**src/dssq_pkg.sv**
```systemverilog
// Shared constants, types and codes for the deadline sorted sleep queue.
package dssq_pkg;

    localparam int QUEUE_DEPTH = 16;
    localparam int TICK_W      = 64;
    localparam int ID_W        = 8;
    localparam int COUNT_W     = 32;

    typedef enum logic {
        CMD_TICK  = 1'b0,
        CMD_SLEEP = 1'b1
    } cmd_t;

    typedef enum logic {
        STAT_WOKEN    = 1'b0,
        STAT_REJECTED = 1'b1
    } status_t;

    typedef enum logic [1:0] {
        OP_HOLD,
        OP_INSERT,
        OP_SHIFT
    } cell_op_t;

    typedef enum logic [1:0] {
        ST_IDLE,
        ST_INSERT,
        ST_REJECT,
        ST_RELEASE
    } state_t;

    typedef struct packed {
        logic              valid;
        logic              keep;
        logic [TICK_W-1:0] wake;
        logic [ID_W-1:0]   thread;
    } cell_link_t;

endpackage

```
**src/dssq_cell.sv**
```systemverilog
// One queue slot: holds an entry, compares it to the broadcast key, trades with neighbors.
module dssq_cell
    import dssq_pkg::*;
(
    input  logic              clk,
    input  logic              rst_n,
    input  cell_op_t          op,
    input  logic [TICK_W-1:0] key,
    input  logic [ID_W-1:0]   new_thread,
    input  cell_link_t        prev_link,
    input  cell_link_t        next_link,
    output cell_link_t        link
);

    logic              valid_reg;
    logic              valid_next;
    logic [TICK_W-1:0] wake_reg;
    logic [TICK_W-1:0] wake_next;
    logic [ID_W-1:0]   thread_reg;
    logic [ID_W-1:0]   thread_next;
    logic              keep;

    assign keep = valid_reg && (wake_reg <= key);

    always_comb
    begin
        valid_next  = valid_reg;
        wake_next   = wake_reg;
        thread_next = thread_reg;
        unique case (op)
            OP_HOLD:
            begin
            end
            OP_INSERT:
            begin
                if (!keep)
                begin
                    if (prev_link.keep)
                    begin
                        valid_next  = 1'b1;
                        wake_next   = key;
                        thread_next = new_thread;
                    end
                    else
                    begin
                        valid_next  = prev_link.valid;
                        wake_next   = prev_link.wake;
                        thread_next = prev_link.thread;
                    end
                end
            end
            OP_SHIFT:
            begin
                valid_next  = next_link.valid;
                wake_next   = next_link.wake;
                thread_next = next_link.thread;
            end
            default:
            begin
            end
        endcase
    end

    always_ff @(posedge clk or negedge rst_n)
    begin
        if (!rst_n)
        begin
            valid_reg <= 1'b0;
        end
        else
        begin
            valid_reg <= valid_next;
        end
    end

    always_ff @(posedge clk)
    begin
        wake_reg   <= wake_next;
        thread_reg <= thread_next;
    end

    assign link.valid  = valid_reg;
    assign link.keep   = keep;
    assign link.wake   = wake_reg;
    assign link.thread = thread_reg;

endmodule

```
**src/deadline_sorted_sleep_queue.sv**
```systemverilog
// Top level: tick counter, command sequencer, row of queue cells and result register.
//
// Input channel (in_valid / in_stall): command, thread_id, sleep_ticks. A tick
// (command 0) advances the 64-bit tick count; a sleep request (command 1) with a
// nonzero count enters the sorted queue with wake time count plus sleep_ticks,
// saturating, behind entries of equal wake time.
// Output channel (out_valid / out_stall): status, woken_id, last_of_run. A tick
// releases every due entry from the head, one item per cycle unless the receiver
// stalls, last_of_run on the final one. A nonzero request on a full queue gives
// one item with status 1. A sleep request is accepted, then in the insert state
// every cell compares against the new wake time in parallel and the cells behind
// the new entry shift down. After a tick the head cell releases one per cycle.
// A zero-count request is accepted and dropped. in_stall stays high until the
// item is done. Receiver stall holds the result register and pauses release or
// reject. Reset clears the tick count, the queue and out_valid; no warm-up.
module deadline_sorted_sleep_queue
    import dssq_pkg::*;
(
    input  logic               clk,
    input  logic               rst_n,
    input  logic               in_valid,
    output logic               in_stall,
    input  logic               command,
    input  logic [ID_W-1:0]    thread_id,
    input  logic [COUNT_W-1:0] sleep_ticks,
    output logic               out_valid,
    input  logic               out_stall,
    output logic               status,
    output logic [ID_W-1:0]    woken_id,
    output logic               last_of_run
);

    state_t             state_reg;
    state_t             state_next;
    logic [TICK_W-1:0]  tick_reg;
    logic [TICK_W-1:0]  tick_next;
    logic [TICK_W-1:0]  key_reg;
    logic [TICK_W-1:0]  key_next;
    logic [ID_W-1:0]    id_reg;
    logic [ID_W-1:0]    id_next;
    logic               out_valid_reg;
    logic               out_valid_next;
    logic               out_status_reg;
    logic               out_status_next;
    logic [ID_W-1:0]    out_id_reg;
    logic [ID_W-1:0]    out_id_next;
    logic               out_last_reg;
    logic               out_last_next;

    cell_op_t           op;
    logic [TICK_W-1:0]  key;
    logic [TICK_W:0]    wake_sum;
    logic [TICK_W-1:0]  wake_sat;
    logic               in_fire;
    logic               out_free;
    logic               full;
    cell_link_t         links [0:QUEUE_DEPTH];
    cell_link_t         boundary;

    assign boundary = '{valid: 1'b1, keep: 1'b1, wake: '0, thread: '0};
    assign links[QUEUE_DEPTH] = '0;

    genvar gi;
    generate
        for (gi = 0; gi < QUEUE_DEPTH; gi++)
        begin : g_cell
            dssq_cell u_cell (
                .clk        (clk),
                .rst_n      (rst_n),
                .op         (op),
                .key        (key),
                .new_thread (id_reg),
                .prev_link  ((gi == 0) ? boundary : links[(gi == 0) ? 0 : gi-1]),
                .next_link  (links[gi+1]),
                .link       (links[gi])
            );
        end
    endgenerate

    assign full     = links[QUEUE_DEPTH-1].valid;
    assign in_stall = (state_reg != ST_IDLE);
    assign in_fire  = in_valid && !in_stall;
    assign out_free = !out_valid_reg || !out_stall;
    assign key      = (state_reg == ST_INSERT) ? key_reg : tick_reg;
    assign wake_sum = {1'b0, tick_reg} + {{(TICK_W+1-COUNT_W){1'b0}}, sleep_ticks};
    assign wake_sat = wake_sum[TICK_W] ? {TICK_W{1'b1}} : wake_sum[TICK_W-1:0];

    always_comb
    begin
        state_next      = state_reg;
        tick_next       = tick_reg;
        key_next        = key_reg;
        id_next         = id_reg;
        op              = OP_HOLD;
        out_valid_next  = out_valid_reg && out_stall;
        out_status_next = out_status_reg;
        out_id_next     = out_id_reg;
        out_last_next   = out_last_reg;
        unique case (state_reg)
            ST_IDLE:
            begin
                if (in_fire)
                begin
                    if (command == CMD_SLEEP)
                    begin
                        id_next = thread_id;
                        if (sleep_ticks != '0)
                        begin
                            if (full)
                            begin
                                state_next = ST_REJECT;
                            end
                            else
                            begin
                                key_next   = wake_sat;
                                state_next = ST_INSERT;
                            end
                        end
                    end
                    else
                    begin
                        tick_next  = tick_reg + TICK_W'(1);
                        state_next = ST_RELEASE;
                    end
                end
            end
            ST_INSERT:
            begin
                op         = OP_INSERT;
                state_next = ST_IDLE;
            end
            ST_REJECT:
            begin
                if (out_free)
                begin
                    out_valid_next  = 1'b1;
                    out_status_next = STAT_REJECTED;
                    out_id_next     = id_reg;
                    out_last_next   = 1'b1;
                    state_next      = ST_IDLE;
                end
            end
            ST_RELEASE:
            begin
                if (!links[0].keep)
                begin
                    state_next = ST_IDLE;
                end
                else if (out_free)
                begin
                    op              = OP_SHIFT;
                    out_valid_next  = 1'b1;
                    out_status_next = STAT_WOKEN;
                    out_id_next     = links[0].thread;
                    out_last_next   = !links[1].keep;
                end
            end
            default:
            begin
                state_next = ST_IDLE;
            end
        endcase
    end

    always_ff @(posedge clk or negedge rst_n)
    begin
        if (!rst_n)
        begin
            state_reg     <= ST_IDLE;
            tick_reg      <= '0;
            out_valid_reg <= 1'b0;
        end
        else
        begin
            state_reg     <= state_next;
            tick_reg      <= tick_next;
            out_valid_reg <= out_valid_next;
        end
    end

    always_ff @(posedge clk)
    begin
        key_reg        <= key_next;
        id_reg         <= id_next;
        out_status_reg <= out_status_next;
        out_id_reg     <= out_id_next;
        out_last_reg   <= out_last_next;
    end

    assign out_valid   = out_valid_reg;
    assign status      = out_status_reg;
    assign woken_id    = out_id_reg;
    assign last_of_run = out_last_reg;

endmodule
```
**config.mk**
```make
export PLATFORM = sky130hd
export DESIGN_NAME = deadline_sorted_sleep_queue
export DESIGN_NICKNAME = d
export VERILOG_FILES = /design/src/dssq_pkg.sv /design/src/dssq_cell.sv /design/src/deadline_sorted_sleep_queue.sv
export SDC_FILE = /design/constraint.sdc
export NUM_CORES = 2
export LEC_CHECK = 0
export ABC_CLOCK_PERIOD_IN_PS = 11100
export BUFFER_PORTS_ARGS = -buffer_cell sky130_fd_sc_hd__buf_2
export CAP_MARGIN = 20
export CORE_MARGIN = 4
export CORE_UTILIZATION = 40
export DETAILED_ROUTE_END_ITERATION = 8
export HOLD_SLACK_MARGIN = 0.05
export PLACE_DENSITY = 0.56
export SLEW_MARGIN = 20
export SYNTH_ARGS = -nofsm -noshare
export SYNTH_HDL_FRONTEND = slang
export SYNTH_SLANG_ARGS = --single-unit
```
**constraint.sdc**
```tcl
create_clock -name clk -period 11.1 [get_ports clk]
set_clock_uncertainty 0.1 [all_clocks]
set_input_delay 2.22 -clock clk [delete_from_list [all_inputs] [get_ports clk]]
set_output_delay 2.22 -clock clk [all_outputs]
set_load 0.005 [all_outputs]
```
==> flow_summary.ini <==
[outcome]
status = complete, no violations

[clock_tree]
clk_pin_slew_worst_paths_ps = 50
clock-root-buffer = clkbuf_16
cts_resized = 0
cts_setup_buffers = 0
insertion_delay_ps = 860
cts_hold_buf = 0
cts_sinks = 1317
h-tree-depth = 4
cts_buffers = 158
cts_tree = built
clockBufferDepth = 3

[route]
drtIter0Drc = 8680
antenna_left = 0
vias_per_cell = 6.16
wl_per_cell_um = 28.9
drt_first_pass_iters = 6
num_vias = 73400
routed_wl_um = 344000
drcViolationCount = 0

[placed_design]
hpwl_um = 239000
place_ws_ps = 2570
io_buffer_count = 56
gp_congestion = 0.956

[synth]
netlist_top_cells_count = edfxtp_1, nand2_1, ha_1
yosysUniqueCellTypes = 85
ys.warnings.count = 0
netlist_area_sq_um = 89800
synth-edff-count = 1234
synth_top_area_cell = edfxtp_1
synth_cells = 8954
ys_ff_latch = 1317
synth.area.top_cells = edfxtp_1, ha_1, mux2i_1
synth_seq_area_share = 0.436
synth_most_common_cell = edfxtp_1
synth-async-reset-ratio = 0.0630
synth_area_per_cell_sq_um = 10.0
syn_nets = 10000
synth-main-ff-cell = edfxtp_1
netlist.area_leader.share = 0.413

[timing]
tightest_slew_ps = 1210
finalWorstSetupSlack_ps = 2240
fmax_mhz = 113
slew_violations = 0
rsz0062_at_grt = no
setup-violations-final = 0
fin_tns_setup_ps = 0
slew_headroom = 0.193
holdWs_ps = 448
hold_viol = 0
fin_crit_sh = 0.799
period_minus_slack_ps = 8860

[global_route]
grt_pass1_vias = 70100
grt_start_max_net_pins = 201
antenna_found_initial = 16
grt_remaining_overflow = 0
grt_pass1_wl_um = 495000
grtUsageTotal = 0.289

[setup_path]
crit_required_ps = 11530
cpPeakStageDelay_ps = 930
start_kind = flip-flop
critical-path-top-delay-family = buffers and inverters
crit_type = flip-flop to flip-flop
crit_chain = nor2b_4 > buf_4 > nand2_1 > nand2_1 > inv_1 > ha_1 > nand4_1 > nor4_1 > a22oi_1 > o211ai_1 > a31oi_1 > o21ai_1 > a2bb2oi_4 > buf_4 > buf_4 > mux2i_1 > a21oi_1
cp_common_cell = buf_4
path_buf_inv = 4
crit_fanout = 51
slowest_stage = buf_4
critical_path_arrival_ps = 9290
cp-end-kind = flip-flop

[floorplan]
design.core.area_sq_um = 223000
dieHeight_um = 482
num_io_pins = 57
start_util = 0.403
core.rowCount = 173
design.die.area_sq_um = 232000
die_w_um = 482

[layout]
fillers = 21200
fin_nets = 9897
drive_above_1_share = 0.0598
syn_to_final_growth_pct = 9.39
largest_reg_flops = 1024

[worst_hold_path]
hp-class = flip-flop to flip-flop

[run]
cap_viol_max_count = 0

[pwr]
leakage_nw = 38.8
powerDensity_nw_per_um2 = 265
finalPower_mw = 26.1
ir_drop_v = 0.000250
## cells by family after synthesis
group,after synthesis,share of synthesized area
xor+xnor,113,0.0110
fa+ha+maj,1049,0.146
flops,1317,0.436
simple gates,2643,0.128
compound gates,2212,0.138
buf+inv,663,0.0344
mux,957,0.107
## cell type report
cell class | count | area, sq um | share of cell area
multi-input combinational | 6974 | 48100 | 0.490
antenna | 8 | 20.0 | 0.000204
inverter | 140 | 526 | 0.00535
sequential | 1317 | 39100 | 0.398
clock buffer | 206 | 4260 | 0.0434
clock inverter | 81 | 736 | 0.00749
timing repair buffer | 219 | 1750 | 0.0178
tap | 2975 | 3720 | 0.0379
## report_power, final
group / switching (mW) / internal [mW] / leakage, nW
combinational: 7.31 / 4.06 / 23.8
clock: 2.29 / 2.89 / 2.44
sequential: 1.54 / 7.96 / 12.5
total: 11.1 / 14.9 / 38.8
## worst paths after layout
| path | start | endpoint | slack (ps) | depth (start not counted) |
|---|---|---|---|---|
| setup / recovery | state_reg[0] | g_cell[6].u_cell.wake_reg[56] | 2240 | 17 |
| hold reg to reg | tick_reg[50] | tick_reg[50] | 450 | 1 |
| min in group asynchronous | rst_n | out_valid | 1210 | 1 |
| max in group asynchronous | rst_n | g_cell[3].u_cell.valid_reg | 8470 | 2 |
| hold / removal | tick_reg[50] | tick_reg[50] | 450 | 1 |
| setup reg to reg | state_reg[0] | g_cell[6].u_cell.wake_reg[56] | 2240 | 17 |
## layout by cell type (no fill, tap or decap), drive strengths merged, types with 157 or more instances in the layout
cell,n
nand3,157
o21ai,817
buf,218
mux2i,945
ha,1041
nand2,1140
clkbuf,207
nand4,198
edfxtp,1234
nor2,824
a21oi,949
## metrics by stage
| stage | utilization | instances | area, sq um |
|---|---|---|---|
| global route | 0.441 | 11900 | 98200 |
| detailed placement | 0.418 | 11600 | 93200 |
| floorplan | - | 8954 | 89800 |
| finish | 0.441 | 11900 | 98200 |
| CTS | 0.441 | 11900 | 98200 |
| global placement | 0.418 | 11600 | 93000 |
## metal layers
layer / up-vias / GRT usage / wire [um]
met5: - / 0 / 34
met2: 3553 / 0.443 / 150000
met3: 736 / 0.0563 / 30700
met4: 6 / 0.132 / 18000
met1: 36000 / 0.394 / 146000
li1: 33100 / - / -
Power figures use the tool's default switching activity.
